===== config.mk =====
export PLATFORM = sky130hd
export DESIGN_NAME = smx_front
export DESIGN_NICKNAME = d
export VERILOG_FILES = /design/src/hw/rtl/smx_pkg.sv /design/src/hw/rtl/smx_front.sv
export SDC_FILE = /design/constraint.sdc
export NUM_CORES = 1
export LEC_CHECK = 0
export BUFFER_PORTS_ARGS = -buffer_cell sky130_fd_sc_hd__buf_2
export CORE_MARGIN = 8
export CORE_UTILIZATION = 25
export CTS_CLUSTER_DIAMETER = 40
export DETAILED_ROUTE_END_ITERATION = 8
export SYNTH_ARGS = -nofsm -noshare
export SYNTH_HDL_FRONTEND = slang
export SYNTH_SLANG_ARGS = --single-unit

===== constraint.sdc =====
create_clock -name clk -period 3.2 [get_ports clk]
set_input_delay 0.16 -clock clk [delete_from_list [all_inputs] [get_ports clk]]
set_output_delay 0.16 -clock clk [all_outputs]
set_load 0.02 [all_outputs]

===== src/hw/rtl/smx_pkg.sv =====
package smx_pkg;

  localparam int WORD_WIDTH_DEF       = 32;
  localparam int DATA_STACK_DEPTH_DEF = 256;
  localparam int CALL_STACK_DEPTH_DEF = 256;
  localparam int MEMORY_DEPTH_DEF     = 256;
  localparam int PROGRAM_DEPTH_DEF    = 1024;

  localparam int OPCODE_W = 5;
  localparam int ARG_W    = 32;
  localparam int IP_W     = 10;
  localparam int PRINT_W  = 32;
  localparam int ERR_W    = 3;

  typedef enum logic [OPCODE_W-1:0] {
    OP_PUSH = 5'd0,  OP_POP = 5'd1,  OP_DUP = 5'd2,  OP_ADD = 5'd3,
    OP_SUB  = 5'd4,  OP_MUL = 5'd5,  OP_DIV = 5'd6,  OP_JMP = 5'd7,
    OP_JIT  = 5'd8,  OP_JIF = 5'd9,  OP_CALL = 5'd10, OP_RET = 5'd11,
    OP_STL  = 5'd12, OP_RCE = 5'd13, OP_EQ = 5'd14,  OP_GT = 5'd15,
    OP_GE   = 5'd16, OP_LT = 5'd17,  OP_LE = 5'd18,  OP_NE = 5'd19,
    OP_STO  = 5'd20, OP_RCL = 5'd21, OP_END = 5'd22, OP_PRN = 5'd23,
    OP_FRE  = 5'd24, OP_ALC = 5'd25
  } opcode_t;

  typedef enum logic [ERR_W-1:0] {
    ERR_NONE    = 3'd0,
    ERR_OVER    = 3'd1,
    ERR_UNDER   = 3'd2,
    ERR_CALL    = 3'd3,
    ERR_DIVZERO = 3'd4,
    ERR_ADDR    = 3'd5
  } err_t;

  // operand classes found by the front end
  typedef struct packed {
    logic [1:0] pops;      // data stack entries read
    logic       binop;
    logic       is_div;
  } op_class_t;

  typedef enum logic [2:0] {
    EX_IDLE, EX_RD, EX_WAIT, EX_DIV, EX_DONE
  } ex_state_t;

  function automatic op_class_t classify(input logic [OPCODE_W-1:0] op);
    op_class_t c;
    c = '0;
    unique case (op) inside
      OP_ADD, OP_SUB, OP_MUL, OP_DIV, OP_EQ, OP_GT, OP_GE, OP_LT, OP_LE,
      OP_NE: begin
        c.pops  = 2'd2;
        c.binop = 1'b1;
        c.is_div = (op == OP_DIV);
      end
      OP_POP, OP_DUP, OP_JIT, OP_JIF, OP_STL, OP_STO, OP_PRN: c.pops = 2'd1;
      default: c.pops = 2'd0;
    endcase
    return c;
  endfunction

endpackage


===== src/hw/rtl/smx_front.sv =====
// input skid: holds one decoded item for the execute stage
module smx_front import smx_pkg::*; (
  input  logic                clk,
  input  logic                rst,
  input  logic                valid,
  output logic                ready,
  input  logic                new_run,
  input  logic [OPCODE_W-1:0] opcode,
  input  logic [ARG_W-1:0]    argument,
  output logic                q_valid,
  input  logic                q_take,
  output logic                q_new_run,
  output logic [OPCODE_W-1:0] q_opcode,
  output logic [ARG_W-1:0]    q_argument,
  output op_class_t           q_class
);
  assign ready = !q_valid || q_take;

  always_ff @(posedge clk) begin
    if (rst) begin
      q_valid <= 1'b0;
    end else if (valid && ready) begin
      q_valid <= 1'b1;
    end else if (q_take) begin
      q_valid <= 1'b0;
    end
  end

  always_ff @(posedge clk) begin
    if (valid && ready) begin
      q_new_run  <= new_run;
      q_opcode   <= opcode;
      q_argument <= argument;
      q_class    <= classify(opcode);
    end
  end

`ifndef SYNTHESIS
  a_take_valid: assert property (@(posedge clk) disable iff (rst) q_take |-> q_valid)
    else $error("take from empty queue");
`endif
endmodule


After elaboration in Yosys (flattened, before gate mapping) --
Index checks and enable logic that the tools add are counted.
Cells by class: multiplexer cells 4, equality and inequality tests 17, reduce and logical (&&, ||, !) cells 6
Operators by type and width (count):
- 5-bit equality test, second input constant | 6
- 5-bit by 4-bit equality test with 1-bit output, second input constant | 5
- 5-bit by 3-bit equality test with 1-bit output, second input constant | 3
- 5-bit by 2-bit equality test with 1-bit output, second input constant | 2
- 10-bit OR reduction | 1
- 7-bit OR reduction | 1
- 5-bit by 1-bit equality test with 1-bit output, second input constant | 1
- 2-bit one-hot mux with 2 select lines | 1
- 1-bit two-way mux | 2
- 2-bit two-way mux | 1
- 2-bit nonzero test | 1
- 1-bit logical AND | 1
- 1-bit logical NOT | 1
- 1-bit logical OR | 1
Word-level totals: register bits after elaboration 43, input bits 42, output and inout port bits 44, word-level logic and storage cells 34

Logic depth before layout (Yosys ltp) --
depth in word-level cells 4, depth in mapped cells 3, gate-level depth less buffers 3

Least setup slack after synthesis --
Ideal clock, no wire load.
path type register to register, from register q_valid, to register q_argument[0] (enable), clock period less this slack 2.075 ns, stages on the path, launching flop included 3, buffers on the path 0, setup time 0.403 ns, setup slack 1.125 ns, arrival 1.672 ns, data required time 2.797 ns, cells stage by stage dfxtp_1 > nand2b_1 > and2_1
On the way: longest elaborated chain between the ends 3
Ends and longest elaborated chain:
- start: declaration | line smx_front.sv:10 | output logic q_valid,
- start signal: assignment | line smx_front.sv:21 | q_valid <= 1'b0;
- start signal: assignment | line smx_front.sv:23 | q_valid <= 1'b1;
- start signal: assignment | line smx_front.sv:25 | q_valid <= 1'b0;
- 1-bit logical NOT | line smx_front.sv:17 | assign ready = !q_valid || q_take;
- 1-bit logical OR | line smx_front.sv:17
- named net ready | line smx_front.sv:6 | output logic ready,
- 1-bit logical AND | line smx_front.sv:30 | if (valid && ready) begin
- end signal: assignment | line smx_front.sv:33 | q_argument <= argument;
- end: declaration | line smx_front.sv:14 | output logic [ARG_W-1:0] q_argument,
The timed path passes the listed nets, and every way through them passes these cells. A chain may end at the register's enable or synchronous reset.

Worst setup path after layout --
from register q_valid, to register q_argument[8] (enable)
On the way: longest elaborated chain between the ends 3
Ends and longest elaborated chain (line):
- 1-bit logical NOT | smx_front.sv:17
- 1-bit logical OR | smx_front.sv:17
- 1-bit logical AND | smx_front.sv:30
No other way between the ends.

==> results.yml <==
run_status:
  outcome: "completed"
setup_path:
  critical_path_class: "flop to flop"
  timing.critical_path.from_type: "flop"
  worst-r2r-cell-count: 2
  critPathArrivalTime_ns: 1.50
  worst_reg2reg_path_endpoint: "q_argument[8]"
  endpoint_kind: "flop"
  worst-endpoint-required_ns: 3.11
  reg2reg_setup_slack_ns: 1.61
  reg2reg_from: "q_valid"
  timing.critical_path.fanout_max: 42
layout:
  layout.cells.most_common_list: "85 x sky130_fd_sc_hd__buf_2, 42 x sky130_fd_sc_hd__edfxtp_1, 5 x sky130_fd_sc_hd__clkbuf_8"
  filler_cell_count: 537
  area_growth_pct: 45.1
  num-nets-final: 195
  diodes: 0
  layout-drive-gt1-share: 0.604
  finalCoreUtilization: 0.369
  final_common_cell: "sky130_fd_sc_hd__buf_2"
  final_area_mm2: 0.00201
yosys:
  post_synthesis_net_count: 103
  ys_top_cells_by_area: "sky130_fd_sc_hd__edfxtp_1 91%, sky130_fd_sc_hd__dfxtp_1 1.4%, sky130_fd_sc_hd__o21ai_0 1.1%"
  yosysWarnings: 0
  synth_area_mm2: 0.00139
  syn_avg_cell_area_um2: 22.7
  synth_cell_types: 16
  postSynthCellCount: 61
  synth.top_cell.area_share: 0.911
  post_synthesis_register_bit_count: 43
  synth_area_leader_cell: "sky130_fd_sc_hd__edfxtp_1"
  synth_seq_area_share: 0.925
detailed_routing:
  wl_per_cell_um: 13.9
  num_vias: 875
  postRouteAntennaNets: 0
  final_wl_um: 3140
  drc_errors: 0
  avgViaCountPerCell: 3.87
  first_pass_iters: 4
  detailedRoute.firstIterationViolations: 28
clock_network:
  clock_tree.buffer_depth: 2
  clockRootBuffer: "sky130_fd_sc_hd__clkbuf_8"
  post_cts_hold_buffer_count: 0
  clk-insertion-delay-late_ns: 0.28
  h_tree_depth_reported_by_cts: 2
  post-cts-setup-buffer-count: 0
  cts_inserted_buffers: 5
  cts_num_sinks: 43
  clock_tree_from_tritoncts: "built"
  ctsResizeCount: 0
  clk_pin_slew_worst_paths_ns: 0.07
sta:
  min_period_over_period: 0.498
  clock_skew_ns: 0.00382
  fin_setup_tns_ns: 0
  finalSetupViolations: 0
  fmax_ghz: 0.628
  worstMarginPinSlew_ns: 0.937
  unrepaired_setup_endpoints_after_global_routing: "no"
  remaining_max_slew_budget_at_the_tightest_pin: 0.375
  finalCriticalPeriod_ns: 1.59
  slew_viol_final: 0
  final_hold_fails: 0
place:
  gp_routability_congestion: 0.671
  io_buffers: 85
  detailed_place_hpwl_um: 2500
  place_area_mm2: 0.00190
global_routing:
  initial_antenna_violation_count: 0
  grt_overflow_total: 0
  first_pass_grt_wire_length_um: 5020
  grt_pass1_vias: 964
  track_usage: 0.0793
  grt_max_degree: 43
hold_path:
  worstHoldPathType: "input pin to flop"
  worstHoldEndpoint: "q_valid"
  timing.hold.worst.start: "rst"
  min_delay_path_depth: 2
power:
  power_mw: 1.19
  leakagePower_nw: 0.842
  p_per_area_mw_per_mm2: 593
  ir_worst_vdd_mv: 0.171
job:
  max_cap_viol_count: 0
die:
  die_area_mm2: 0.00818
  chipHeight_um: 90.4
  rows: 27
  fp.dieW_um: 90.4
  coreArea_mm2: 0.00544
  start_util: 0.255
  floorplan.io_pins: 86
[cells by family (layout without fill, tap and decap cells)]
family,after synthesis,in the layout,synth area share
xor+xnor,2,2,0.0126
simple gates,8,8,0.0289
compound gates,7,7,0.0307
buf+inv,1,94,0.00271
flops,43,43,0.925
[how the worst max path moves through the flow]
stage | from | to | slack, ns
floorplan | q_valid | q_argument[0] | 1.12
global placement | q_valid | q_argument[5] | 1.65
detailed placement | q_valid | q_argument[4] | 1.58
CTS | q_valid | q_argument[4] | 1.55
global route | q_valid | q_argument[3] | 1.45
finish | q_valid | q_argument[8] | 1.61
[synth_stat cells]
cell type	number
sky130_fd_sc_hd__edfxtp_1	42
sky130_fd_sc_hd__o21ai_0	3
sky130_fd_sc_hd__a21oi_1	2
sky130_fd_sc_hd__nand2_1	2
sky130_fd_sc_hd__a32oi_1	1
sky130_fd_sc_hd__and2_1	1
sky130_fd_sc_hd__dfxtp_1	1
sky130_fd_sc_hd__inv_1	1
sky130_fd_sc_hd__nand2b_1	1
sky130_fd_sc_hd__nand3_1	1
sky130_fd_sc_hd__nor2_1	1
sky130_fd_sc_hd__nor2b_1	1
sky130_fd_sc_hd__nor3_1	1
sky130_fd_sc_hd__o32ai_1	1
sky130_fd_sc_hd__xnor2_1	1
sky130_fd_sc_hd__xor2_1	1
[power by group]
group          total [mW]  switching (mW)  internal, mW
sequential          0.665         0.00703         0.658
combinational       0.126          0.0825        0.0439
clock               0.399           0.171         0.228
total                1.19           0.260         0.931
[sequential cells by signal, summed over array words and instances, names as in the netlist]
name        count
q_new_run       1
q_argument     32
q_valid         1
q_class         4
q_opcode        5
[layout make-up]
cell class / instances / area, µm² / area share
clock buffer: 5 / 68.8 / 0.0342
sequential: 43 / 1280 / 0.638
clock inverter: 3 / 38.8 / 0.0193
inverter: 1 / 3.75 / 0.00187
timing repair buffer: 85 / 425 / 0.212
multi-input combinational: 17 / 101 / 0.0504
tap: 72 / 90.1 / 0.0448
[critical path, stage by stage, from the launching register on]
cell	delay [ns]
sky130_fd_sc_hd__dfxtp_1	0.32
sky130_fd_sc_hd__nand2b_1	0.11
sky130_fd_sc_hd__and2_2	0.78
[through the flow]
stage	worst slack [ns]	cells	hold WS, ns
6_report	1.61	226	0.0253
5_1_grt	1.45	226	0.0142
4_1_cts	1.55	226	0.0137
3_5_place_dp	1.58	218	0.324
3_3_place_gp	1.65	218	0.314
2_1_floorplan	1.12	61	0.229
[routing by layer]
layer | global-route usage | wire (µm)
met1 | 0.0879 | 1320
met2 | 0.122 | 1490
met3 | 0.0499 | 319
met4 | 0.0250 | 10
met5 | 0 | 0
Power figures use the tool's default switching activity.
